`src/rtl/core/tracker_event_translator_defines.svh`:
```
// Assertion macros for the tracker event translator.
`ifndef TRACKER_EVENT_TRANSLATOR_DEFINES_SVH
`define TRACKER_EVENT_TRANSLATOR_DEFINES_SVH
`ifndef SYNTHESIS
// checked only out of reset
`define TET_ASSERT(label, prop, msg) \
    label: assert property (@(posedge i_clk) disable iff (!i_rst_n) prop) else $error(msg);
// checked during reset too
`define TET_ASSERT_ALWAYS(label, prop, msg) \
    label: assert property (@(posedge i_clk) prop) else $error(msg);
`else
`define TET_ASSERT(label, prop, msg)
`define TET_ASSERT_ALWAYS(label, prop, msg)
`endif
`endif

```
`src/rtl/core/trkevt_pkg.sv`:
```
// Shared types and constants for the tracker event translator.
package trkevt_pkg;

    // effect codes of the input word
    localparam logic [3:0] CODE_ARP    = 4'd0;
    localparam logic [3:0] CODE_SLUP   = 4'd1;
    localparam logic [3:0] CODE_SLDN   = 4'd2;
    localparam logic [3:0] CODE_VOL    = 4'd3;
    localparam logic [3:0] CODE_INSVOL = 4'd4;
    localparam logic [3:0] CODE_JUMP   = 4'd5;
    localparam logic [3:0] CODE_BREAK  = 4'd6;
    localparam logic [3:0] CODE_SPEED  = 4'd7;
    localparam logic [3:0] CODE_PORTA  = 4'd8;
    localparam logic [3:0] CODE_EXT    = 4'd9;

    // effect kinds of the output word
    localparam logic [3:0] KIND_NONE   = 4'd0;
    localparam logic [3:0] KIND_ARP    = 4'd1;
    localparam logic [3:0] KIND_SLUP   = 4'd2;
    localparam logic [3:0] KIND_SLDN   = 4'd3;
    localparam logic [3:0] KIND_CARVOL = 4'd4;
    localparam logic [3:0] KIND_MODVOL = 4'd5;
    localparam logic [3:0] KIND_INSVOL = 4'd6;
    localparam logic [3:0] KIND_JUMP   = 4'd7;
    localparam logic [3:0] KIND_BREAK  = 4'd8;
    localparam logic [3:0] KIND_SPEED  = 4'd9;
    localparam logic [3:0] KIND_TEMPO  = 4'd10;
    localparam logic [3:0] KIND_PORTA  = 4'd11;
    localparam logic [3:0] KIND_EXT    = 4'd12;
    localparam logic [3:0] KIND_VSLIDE = 4'd13;
    localparam logic [3:0] KIND_EXT2   = 4'd14;

    localparam logic [3:0] FINE_UP_SUBCODE   = 4'd0;
    localparam logic [3:0] FINE_DOWN_SUBCODE = 4'd1;

    localparam logic [6:0] MAX_NOTE   = 7'd96;
    localparam logic [6:0] CLAMP_63   = 7'd63;
    localparam logic [6:0] CLAMP_99   = 7'd99;
    localparam logic [6:0] TEMPO_DFLT = 7'd18;
    localparam logic [7:0] EXT_HI_ROW = 8'h10;
    // p / 10 == (p * 205) >> 11 for every 7-bit p
    localparam logic [7:0] DIV10_MUL  = 8'd205;

    // stage 1: fields decoded, tens digit found
    typedef struct packed {
        logic [4:0] instr;
        logic [6:0] note;
        logic [3:0] code;
        logic [6:0] p;
        logic [3:0] hi;
    } t_s1;

    // stage 2: digits and derived values ready
    typedef struct packed {
        logic [4:0] instr;
        logic [6:0] note;
        logic [3:0] code;
        logic [6:0] p;
        logic [3:0] hi;
        logic [3:0] lo;
        logic [7:0] bcd;
        logic [6:0] hi7;
        logic [6:0] lo7;
    } t_s2;

endpackage

```
`src/rtl/core/tracker_event_translator.sv`:
```
// Tracker event translator: three-stage pipeline from pattern event to cell.
// The first of the three register stages is loaded at the input accept edge.
// Throughput: one word per cycle; each stage advances when the one after it is
// empty or moving, so an output stall holds the full stages and bubbles still fill.
// Reset (synchronous, i_rst_n low) clears the three stage valid bits only;
// the payload registers keep whatever they hold.
`include "tracker_event_translator_defines.svh"

module tracker_event_translator
    import trkevt_pkg::*;
(
    input  logic        i_clk,
    input  logic        i_rst_n,
    input  logic        i_s_axis_tvalid,
    output logic        o_s_axis_tready,
    // [7:0] note_octave_byte, [15:8] instr_effect_byte, [23:16] effect_param
    input  logic [23:0] i_s_axis_tdata,
    output logic        o_m_axis_tvalid,
    input  logic        i_m_axis_tready,
    // [4:0] instrument_number, [11:5] note_number, [15:12] effect_kind,
    // [23:16] effect_value
    output logic [23:0] o_m_axis_tdata
);

    // ---------------------------------------------------------------
    // Stage enables: a stage loads when its output slot frees up.
    // ---------------------------------------------------------------
    logic r_v1, r_v2, r_v3;
    logic en1, en2, en3;

    assign en3 = !r_v3 || i_m_axis_tready;
    assign en2 = !r_v2 || en3;
    assign en1 = !r_v1 || en2;
    assign o_s_axis_tready = en1;

    always_ff @(posedge i_clk) begin
        if (!i_rst_n) begin
            r_v1 <= 1'b0;
            r_v2 <= 1'b0;
            r_v3 <= 1'b0;
        end else begin
            if (en1) r_v1 <= i_s_axis_tvalid;
            if (en2) r_v2 <= r_v1;
            if (en3) r_v3 <= r_v2;
        end
    end

    // ---------------------------------------------------------------
    // Stage 1: unpack, build note, tens digit by reciprocal multiply.
    // ---------------------------------------------------------------
    logic [7:0]  in_a, in_b;
    logic [6:0]  in_p;
    logic [3:0]  semi;
    logic [2:0]  oct;
    logic [6:0]  note_c;
    logic [14:0] div_prod;
    t_s1         n_s1, r_s1;

    assign in_a     = i_s_axis_tdata[7:0];
    assign in_b     = i_s_axis_tdata[15:8];
    assign in_p     = i_s_axis_tdata[22:16];   // bit 7 of the parameter ignored
    assign semi     = in_a[7:4];
    assign oct      = in_a[3:1];
    assign div_prod = {8'd0, in_p} * {7'd0, DIV10_MUL};

    always_comb begin
        // 12 * octave = 8 * octave + 4 * octave
        note_c = '0;
        if (semi >= 4'd1 && semi <= 4'd12)
            note_c = {1'b0, oct, 3'b000} + {2'b00, oct, 2'b00} + {3'b000, semi};
        n_s1.note  = note_c;
        n_s1.instr = (note_c == '0) ? 5'd0 : {in_a[0], in_b[7:4]};
        n_s1.code  = in_b[3:0];
        n_s1.p     = in_p;
        n_s1.hi    = div_prod[14:11];
    end

    always_ff @(posedge i_clk) begin
        if (en1) r_s1 <= n_s1;
    end

    // ---------------------------------------------------------------
    // Stage 2: units digit, BCD form, digit times seven.
    // ---------------------------------------------------------------
    logic [6:0] hi10;
    logic [6:0] lo_w;
    t_s2        n_s2, r_s2;

    assign hi10 = {r_s1.hi, 3'b000} + {2'b00, r_s1.hi, 1'b0};
    assign lo_w = r_s1.p - hi10;

    always_comb begin
        n_s2.instr = r_s1.instr;
        n_s2.note  = r_s1.note;
        n_s2.code  = r_s1.code;
        n_s2.p     = r_s1.p;
        n_s2.hi    = r_s1.hi;
        n_s2.lo    = lo_w[3:0];
        n_s2.bcd   = {r_s1.hi, lo_w[3:0]};
        n_s2.hi7   = {r_s1.hi, 3'b000} - {3'b000, r_s1.hi};
        n_s2.lo7   = {lo_w[3:0], 3'b000} - {3'b000, lo_w[3:0]};
    end

    always_ff @(posedge i_clk) begin
        if (en2) r_s2 <= n_s2;
    end

    // ---------------------------------------------------------------
    // Stage 3: effect decode into the output register.
    // ---------------------------------------------------------------
    logic [3:0] n_kind, r_kind;
    logic [7:0] n_val, r_val;
    logic [4:0] r_instr;
    logic [6:0] r_note;
    logic [7:0] p8;

    assign p8 = {1'b0, r_s2.p};

    always_comb begin
        n_kind = KIND_NONE;
        n_val  = '0;
        case (r_s2.code)
            CODE_ARP: begin
                n_kind = KIND_ARP;
                n_val  = r_s2.bcd;
            end
            CODE_SLUP: begin
                n_kind = KIND_SLUP;
                n_val  = p8;
            end
            CODE_SLDN: begin
                n_kind = KIND_SLDN;
                n_val  = p8;
            end
            CODE_VOL: begin
                // two-digit value drives carrier, otherwise a nonzero units digit the modulator
                if (r_s2.p >= 7'd10 && r_s2.p <= CLAMP_99) begin
                    n_kind = KIND_CARVOL;
                    n_val  = {1'b0, r_s2.hi7};
                end else if (r_s2.lo != 4'd0) begin
                    n_kind = KIND_MODVOL;
                    n_val  = {1'b0, r_s2.lo7};
                end
            end
            CODE_INSVOL: begin
                n_kind = KIND_INSVOL;
                n_val  = {1'b0, (r_s2.p <= CLAMP_63) ? r_s2.p : CLAMP_63};
            end
            CODE_JUMP: begin
                n_kind = KIND_JUMP;
                n_val  = {1'b0, (r_s2.p <= CLAMP_99) ? r_s2.p : CLAMP_99};
            end
            CODE_BREAK: begin
                n_kind = KIND_BREAK;
                n_val  = {1'b0, (r_s2.p <= CLAMP_63) ? r_s2.p : CLAMP_63};
            end
            CODE_SPEED: begin
                if (r_s2.p < CLAMP_99) begin
                    if (r_s2.p >= 7'd1 && r_s2.p <= 7'd31) begin
                        n_kind = KIND_SPEED;
                        n_val  = p8;
                    end else begin
                        n_kind = KIND_TEMPO;
                        n_val  = {1'b0, (r_s2.p == '0) ? TEMPO_DFLT : r_s2.p};
                    end
                end
            end
            CODE_PORTA: begin
                n_kind = KIND_PORTA;
                n_val  = p8;
            end
            CODE_EXT: begin
                case (r_s2.hi)
                    4'd0: begin
                        if (r_s2.lo <= 4'd1) begin
                            n_kind = KIND_EXT;
                            n_val  = r_s2.bcd;
                        end
                    end
                    4'd1: begin
                        if (r_s2.lo <= 4'd1) begin
                            n_kind = KIND_EXT;
                            n_val  = EXT_HI_ROW + r_s2.bcd;
                        end
                    end
                    4'd2: begin
                        n_kind = KIND_VSLIDE;
                        n_val  = {r_s2.lo, 4'd0};
                    end
                    4'd3: begin
                        n_kind = KIND_VSLIDE;
                        n_val  = {4'd0, r_s2.lo};
                    end
                    4'd4: begin
                        n_kind = KIND_EXT2;
                        n_val  = {FINE_UP_SUBCODE, r_s2.lo};
                    end
                    4'd5: begin
                        n_kind = KIND_EXT2;
                        n_val  = {FINE_DOWN_SUBCODE, r_s2.lo};
                    end
                    default: ;
                endcase
            end
            default: ;
        endcase
    end

    always_ff @(posedge i_clk) begin
        if (en3) begin
            r_instr <= r_s2.instr;
            r_note  <= r_s2.note;
            r_kind  <= n_kind;
            r_val   <= n_val;
        end
    end

    assign o_m_axis_tvalid = r_v3;
    assign o_m_axis_tdata  = {r_val, r_kind, r_note, r_instr};

    // ---------------------------------------------------------------
    // Assertions
    // ---------------------------------------------------------------
    `TET_ASSERT(a_empty_note_no_instr,
        o_m_axis_tvalid && (r_note == '0) |-> (r_instr == '0),
        "instrument set on an empty note")
    `TET_ASSERT(a_note_range, o_m_axis_tvalid |-> (r_note <= MAX_NOTE),
        "note number out of range")
    `TET_ASSERT(a_none_zero_value,
        o_m_axis_tvalid && (r_kind == KIND_NONE) |-> (r_val == '0),
        "value set without an effect")
    `TET_ASSERT(a_full_only_when_blocked,
        !o_s_axis_tready |-> (o_m_axis_tvalid && !i_m_axis_tready),
        "input blocked while output drains")
    `TET_ASSERT_ALWAYS(a_reset_empties,
        !i_rst_n |=> !o_m_axis_tvalid,
        "output valid right after reset")

endmodule

```
`config.mk`:
```
export PLATFORM = sky130hd
export DESIGN_NAME = tracker_event_translator
export DESIGN_NICKNAME = d
export VERILOG_FILES = /design/src/rtl/core/trkevt_pkg.sv /design/src/rtl/core/tracker_event_translator.sv
export VERILOG_INCLUDE_DIRS = /design/src /design/src/rtl/core
export SDC_FILE = /design/constraint.sdc
export NUM_CORES = 1
export LEC_CHECK = 0
export BUFFER_PORTS_ARGS = -buffer_cell sky130_fd_sc_hd__buf_4
export CAP_MARGIN = 10
export CORE_MARGIN = 2
export CORE_UTILIZATION = 50
export CTS_CLUSTER_SIZE = 24
export DETAILED_ROUTE_END_ITERATION = 8
export HOLD_SLACK_MARGIN = 0.15
export PLACE_DENSITY = 0.74
export SETUP_SLACK_MARGIN = 0.2
export SYNTH_ARGS = -nofsm -noshare
export SYNTH_HDL_FRONTEND = slang
export SYNTH_SLANG_ARGS = --single-unit
export TNS_END_PERCENT = 20
```
`constraint.sdc`:
```
create_clock -name i_clk -period 3.95 [get_ports i_clk]
set_input_delay 0.1975 -clock i_clk [delete_from_list [all_inputs] [get_ports i_clk]]
set_output_delay 0.1975 -clock i_clk [all_outputs]
set_load 0.01 [all_outputs]
```
# Yosys cells after proc, flatten, opt, wreduce, memory -nomap -nowiden
# Cells that the tools add are included.
[word_totals]
reg_bits = 107
out_inout_bits = 26
input_bits = 28
[classes]
reduce_logical = 20
eq_ne = 14
n_lt_le_gt_ge = 9
n_mux = 19
n_addsub = 7
mul = 1
[ops]
columns = ["operator", "n"]
rows = [
  ["$mux 7", 8],
  ["$pmux 8 s7", 1],
  ["$pmux 4 s10", 1],
  ["$pmux 8 s5", 1],
  ["$eq 4x3->1 const B", 6],
  ["$eq 4x2->1 const B", 4],
  ["$mux 8", 2],
  ["$mul 7x8->15 const B", 1],
  ["$logic_not 7->1", 2],
  ["$sub 7x4->7", 2],
  ["$pmux 4 s3", 1],
  ["$reduce_or 2->1", 5],
  ["$add 5x8->8 const A", 1],
  ["$eq 4x1->1 const B", 2],
  ["$eq 4x4->1 const B", 2],
  ["$logic_not 4->1", 2],
  ["$mux 4", 2],
  ["$add 6x5->7", 1],
  ["$add 7x4->7", 1],
  ["$ge 7x1->1 const B", 1],
  ["$ge 7x4->1 const B", 1],
  ["$le 7x5->1 const B", 1],
  ["$le 7x6->1 const B", 1],
  ["$le 7x7->1 const B", 1],
  ["other kinds (13)", 20],
]

# Depth between registers and ports, before layout
# Gate-level depths: netlist of the first run.
[logic_depth]
word_depth = 5
mapped_depth = 14

# Worst setup path before layout of the first run
# OpenSTA, ideal clock, no wires.
[synth_path]
path_type = "in2reg"
start = "input i_s_axis_tdata[20]"
end = "register r_s1 (netlist bit n_s2[20]), data pin"
cell_stages = 14
n_path_buf = 0
required_time_ps = 3691
path_slack_ps = 899
arrival_ps = 2792
cell_sequence = "ha_1 > inv_1 > fa_1 > inv_1 > ha_1 > inv_1 > fa_1 > inv_1 > ha_1 > a21o_1 > a21oi_1 > nor2b_1 > o21ai_0 > xnor2_1"
[synth_via]
elab_chain_len = 1
[synth_rtl]
columns = ["item", "line_no", "rtl"]
rows = [
  ["from (decl)", "tracker_event_translator.sv:17", "input logic [23:0] i_s_axis_tdata,"],
  ["$mul 7x8->15", "tracker_event_translator.sv:64", "assign div_prod = {8'd0, in_p} * {7'd0, DIV10_MUL};"],
  ["via div_prod[13]", "tracker_event_translator.sv:56", "logic [14:0] div_prod;"],
  ["to (signal assigned)", "tracker_event_translator.sv:79", "if (en1) r_s1 <= n_s1;"],
  ["to (decl)", "tracker_event_translator.sv:57", "t_s1 n_s1, r_s1;"],
]
# The timed path passes the listed nets, and every way through them passes these cells.
# A chain may end at the register's enable or synchronous reset.

# Worst setup path after layout of the first run
[layout_path]
start = "input i_s_axis_tdata[20]"
end = "register r_s1 (netlist bit n_s2[21]), data pin"
# The elaborated chain is that of the path after synthesis.

==> flow_summary.toml, run 1 <==
[status]
status = "finished, final reports clean"

[floorplan]
initial_core_util_pct = 51.3
die_area_mm2 = 0.0114
die_height_um = 107
fp.dieW_um = 107
core_area_mm2 = 0.0103
fp-row-count = 37
pin_count = 54

[timing]
rsz0062_at_grt = "true"
fin_skew_ns = 0.0161
slew_viol_final = 0
setup_viol = 0
slew_headroom_pct = 41.9
tns_ns = 0
layout_min_cycle_time_ns = 3.57
finalHoldWorstSlack_ns = 0.172
timing.fmax_ghz = 0.280
tightest_slew_ns = 0.864
hold_viol = 0
post-route-period-util_pct = 90.3

[grt]
grt-ovfl-total = 0
antenna_found_initial = 0
grt_pass1_wl_um = 15400
grtUsageTotal_pct = 17.0
grt_pass1_vias = 3385
grt_max_degree = 41

[synthesis]
synth_cell_type_count = 55
synthFlopType = "edfxtp_1"
synth-warning-count = 0
yosys-top-cells-area = "edfxtp_1, ha_1, fa_1, inv_1, xnor2_1"
syn_avg_cell_area_um2 = 12.3
synth.most_common_cell = "edfxtp_1"
netlist_area_mm2 = 0.00530
synth.largest_area_cell = "edfxtp_1"
synth_seq_cells = 97
async_flop_share_pct = 0
synth_edf_count = 94
postSynthCellCount = 431
synth.yosys.seq_area_share_pct = 54.4
syn_nets = 520
synthTopCellsByCount = "edfxtp_1, ha_1, inv_1"
synth.top_cell.area_share_pct = 53.3

[clocking]
cts_buffer_depth = 2
clk_latency_ns = 0.36
clkSlewWorstSetupHoldPaths_ns = 0.10
h-tree-depth = 3
cts_tree = "done"
postCtsSetupRepairBufs = 0
tritoncts_num_sinks = 97
root_buffer = "clkbuf_8"
cts_buffers = 9

[worst_hold_path]
hp-class = "primary input to flip-flop"
hp-start = "i_s_axis_tdata[6]"

[placement]
io_buffers = 52
dp_hpwl_um = 6880
post_dp_cell_area_mm2 = 0.00581
gp_congestion = 0.927

[drt]
drt_first_pass_iters = 4
drcViolationCount = 0
via_per_inst = 5.39
wirelength_um = 9200
post_drt_wl_per_cell_um = 14.3
dr.first_iter.drc_count = 212
ant_nets = 0
vias = 3452

[pwr]
irDropWorstVdd_uv = 207
power_frac_comb_pct = 30.2
internal_power_mw = 2.09
p_seq_share_pct = 50.1
p_sw_share_pct = 32.3
leakage_nw = 2.66
power.density_mw_per_mm2 = 500
p_sw_mw = 0.998
p_clk_share_pct = 19.8

[cells_and_area]
syn_to_final_growth_pct = 16.7
stdcell_area_mm2 = 0.00618
nNetsFinal = 589
n_antenna_cell = 0
drive_gt1_share_pct = 14.7

[setup_path]
crit_type = "primary input to flip-flop"
cp-end-kind = "flip-flop"
rr_startpoint = "n_s2[19]"
path_max_fanout = 5
critical_path_arrival_ns = 3.68
startpoint_type = "primary input"
worstSetupStartpoint = "i_s_axis_tdata[20]"
cp.required_ns = 4.06

[job]
cap_violations = 0
## cells in the final DEF (no fill, tap or decap), types with 3 or more instances in the layout
cell           Yosys  layout
edfxtp_1          94      94
buf_4              0      54
ha_1              51      51
inv_1             49      49
nand2_1           25      25
nor2_1            20      20
a21oi_1           18      18
dlygate4sd3_1      0      17
o21ai_0           14      14
xnor2_1           12      12
fa_1              10      10
clkbuf_8           0      10
xor2_1             8       8
nor3_1             8       8
and3_1             8       8
nand3_1            7       7
o211ai_1           7       7
nor2b_1            6       5
a31oi_1            5       5
or3_1              5       5
nor3b_1            5       5
nand4_1            5       5
o21bai_1           4       4
inv_6              0       4
o21a_1             3       3
a21o_1             3       3
o22ai_1            3       3
a211oi_1           3       3
o21ai_1            3       3
a21boi_0           3       3
o31ai_1            3       3
dfxtp_1            3       3
## flip-flops by register name (all words and copies together) (netlist names)
| name | cells |
|---|---|
| n_s2 | 27 |
| r_v2 | 1 |
| r_instr | 5 |
| r_val | 8 |
| o_m_axis_tvalid | 1 |
| p8 | 7 |
| r_v1 | 1 |
| r_note | 7 |
| r_kind | 4 |
| r_s2 | 36 |
## layer usage
layer / global-route usage (%) / routed length (µm)
met1: 21.1 / 3940
met2: 30.0 / 4880
met3: 2.80 / 247
met4: 5.75 / 137
met5: 0 / 0
## cell families (layout without fill, tap and decap cells)
group                    count (synthesis)  count (layout)  share of synthesized area [%]
AND/OR/NAND/NOR                        101             101                           9.83
multiplexers                             2               2                          0.378
AO/OA/AOI/OAI                           88              88                           11.6
XOR/XNOR                                20              20                           3.31
buffers and inverters                   62             136                           4.61
flip-flops                              97              97                           54.4
adder cells (fa/ha/maj)                 61              61                           15.8
## through the flow
step	setup WS (ns)	total power, mW	util, %	cells
3_3_place_gp	0.575	2.44	56.3	608
2_1_floorplan	0.899	2.20	-	431
5_1_grt	0.173	3.31	59.9	641
6_report	0.383	3.09	59.9	641
4_1_cts	0.358	3.11	59.7	640
3_5_place_dp	0.539	2.48	56.3	608
## worst max-delay path: stages
cell and delay [ns]:
dlygate4sd3_1 0.54, buf_4 0.16, ha_1 0.30, inv_1 0.06, fa_1 0.50, inv_1 0.04, ha_1 0.26, inv_1 0.05
fa_1 0.50, inv_1 0.04, ha_1 0.26, nand3_1 0.09, a2111oi_1 0.42, nor3_1 0.11, xnor2_1 0.14
## path summary, 6_finish.rpt
path / slack [ns] / depth (start not counted) / end
min: 0.17 / 2 / n_s2[42]
max: 0.38 / 15 / n_s2[21]
max reg2reg: 1.60 / 8 / r_s2[6]
min reg2reg: 0.41 / 0 / r_note[5]
## power by group through the flow
stage / clock (mW) / combinational [mW] / sequential [mW]
floorplan: 0 / 0.688 / 1.52
global placement: 0 / 0.876 / 1.56
detailed placement: 0 / 0.907 / 1.57
CTS: 0.628 / 0.931 / 1.55
global route: 0.677 / 1.06 / 1.57
finish: 0.611 / 0.933 / 1.55
## area by class of cell
cell class | count | area, µm²
clock buffers | 10 | 138
clock inverters | 6 | 58.8
fillers | 822 | 4140
inverters | 49 | 184
multi-input cells | 272 | 2170
flip-flops and latches | 97 | 2880
well taps | 136 | 170
repair buffers | 71 | 576
## what timing repair did
| action | CTS | global route |
|---|---|---|
| resized for setup | 0 | 2 |
| hold buffers | 16 | 1 |
| hold endpoints to repair | 17 | 1 |
| setup endpoints to repair | 0 | 4 |
Power figures use the tool's default switching activity.
==> inputs of run 2 (changes only) <==
Settings changed: PLACE_DENSITY 0.74 to 0.72.
==> flow_summary.toml, run 2 (synthesis gave the netlist of run 1 again) <==
[pwr]
p_clk_share_pct = 21.5
power_frac_comb_pct = 29.5
p_sw_mw = 1.02
irDropWorstVdd_uv = 224
internal_power_mw = 2.14
leakage_nw = 2.68
p_sw_share_pct = 32.2
p_seq_share_pct = 49.0
power.density_mw_per_mm2 = 509

[cells_and_area]
final_cell_mix = "edfxtp_1, buf_4, ha_1"
n_antenna_cell = 0
largest-register = "r_s2"
drive_gt1_share_pct = 14.4
final_common_cell = "edfxtp_1"
largest_register_ffs = 36
syn_to_final_growth_pct = 17.3
utilization_pct = 60.2
nNetsFinal = 590

[floorplan]
initial_core_util_pct = 51.3
pin_count = 54
die_area_mm2 = 0.0114
core_area_mm2 = 0.0103
fp-row-count = 37
fp.dieW_um = 107
die_height_um = 107

[drt]
dr.first_iter.drc_count = 243
via_per_inst = 5.38
wirelength_um = 9440
post_drt_wl_per_cell_um = 14.7
drcViolationCount = 0
ant_nets = 0
vias = 3453
drt_first_pass_iters = 4

[status]
status = "finished, final reports clean"

[placement]
dp_hpwl_um = 7040
gp_congestion = 0.899
io_buffers = 52

[grt]
grt_max_degree = 44
antenna_found_initial = 0
grt_pass1_vias = 3349
grtUsageTotal_pct = 17.7
grt_pass1_wl_um = 15700
grt-ovfl-total = 0

[setup_path]
cp-end-kind = "flip-flop"
startpoint_type = "primary input"
cp.required_ns = 4.07
critical_path_arrival_ns = 3.67
reg2reg_slack_ns = 1.60
path_max_fanout = 5
path_cells = "dlygate4sd3_1 -> buf_4 -> ha_1 -> inv_1 -> fa_1 -> inv_1 -> ha_1 -> inv_1 -> fa_1 -> inv_1 -> ha_1 -> a21o_1 -> a21oi_1 -> nor2b_1 -> o21ai_0 -> xnor2_1"
cpMaxStageDelayCell = "dlygate4sd3_1"
crit_type = "primary input to flip-flop"
slowest_delay_ns = 0.54
cp_common_cell = "inv_1"

[timing]
timing.fmax_ghz = 0.281
layout_min_cycle_time_ns = 3.55
slew_headroom_pct = 40.3
finalHoldWorstSlack_ns = 0.169
slew_viol_final = 0
setup_viol = 0
tightest_slew_ns = 0.894
rsz0062_at_grt = "true"
post-route-period-util_pct = 90.0
tns_ns = 0
hold_viol = 0
fin_skew_ns = 0.0125

[clocking]
cts_tree = "done"
h-tree-depth = 3
tritoncts_num_sinks = 97
cts_buffer_depth = 2
cts_buffers = 9
clk_latency_ns = 0.36
postCtsSetupRepairBufs = 0
clkSlewWorstSetupHoldPaths_ns = 0.10
root_buffer = "clkbuf_8"

[worst_hold_path]
hp-class = "primary input to flip-flop"

[job]
cap_violations = 0
run 2: cell types whose count changed in the layout (fill, tap and decap cells not counted), sizes merged:
cell,before,now
bufinv,0,1
clkinvlp,1,0
clkinv,1,2
dlygate4sd3,17,18
clkbuf,10,9
run 2: final timing paths:
kind | endpoint | from | cells past startpoint
setup reg to reg | r_s2[6] | n_s2[19] | 8
setup / recovery | n_s2[20] | i_s_axis_tdata[21] | 16
hold reg to reg | r_s2[40] | n_s2[40] | 0
hold / removal | n_s2[42] | i_s_axis_tdata[7] | 2
run 2: layer usage:
layer	vias up	part of all wire (%)	GRT usage (%)
met1	1647	42	21.9
met5	-	0	0
met2	63	53	30.8
li1	1729	-	-
met4	0	1.9	6.86
met3	14	3.1	3.22
run 2: final cells by class:
type	count	area [µm²]
Fill cell	839	4110
Sequential cell	97	2880
Multi-Input combinational cell	272	2170
Timing Repair Buffer	72	586
Inverter	49	184
Tap cell	136	170
Clock buffer	9	124
Clock inverter	7	95.1
run 2: critical path, delay by kind of cell:
family	cells	cell delay, ns
compound gates	3	0.47
xor+xnor	1	0.13
simple gates	1	0.24
fa+ha+maj	5	1.73
buf+inv	6	0.89
run 2: power by group through the flow:
stage	clock network, mW	logic (mW)	registers, mW
6_report	0.680	0.933	1.55
2_1_floorplan	0	0.688	1.52
3_5_place_dp	0	0.914	1.57
5_1_grt	0.741	1.07	1.57
4_1_cts	0.695	0.936	1.55
3_3_place_gp	0	0.878	1.56
run 2: through the flow:
stage               total power, mW  setup slack, ns  cells  cell area, µm²
global route                   3.38            0.194    642            6210
detailed placement             2.49            0.538    608            5810
CTS                            3.18            0.364    642            6210
floorplan                      2.20            0.899    431            5300
finish                         3.16            0.395    642            6210
global placement               2.44            0.578    608            5810
run 2: what timing repair did:
action / in CTS / in global routing
hold endpoints to repair: 19 / 0
hold buffers: 18 / 0
endpoints found under the setup margin: 0 / 3
resized for setup: 0 / 1
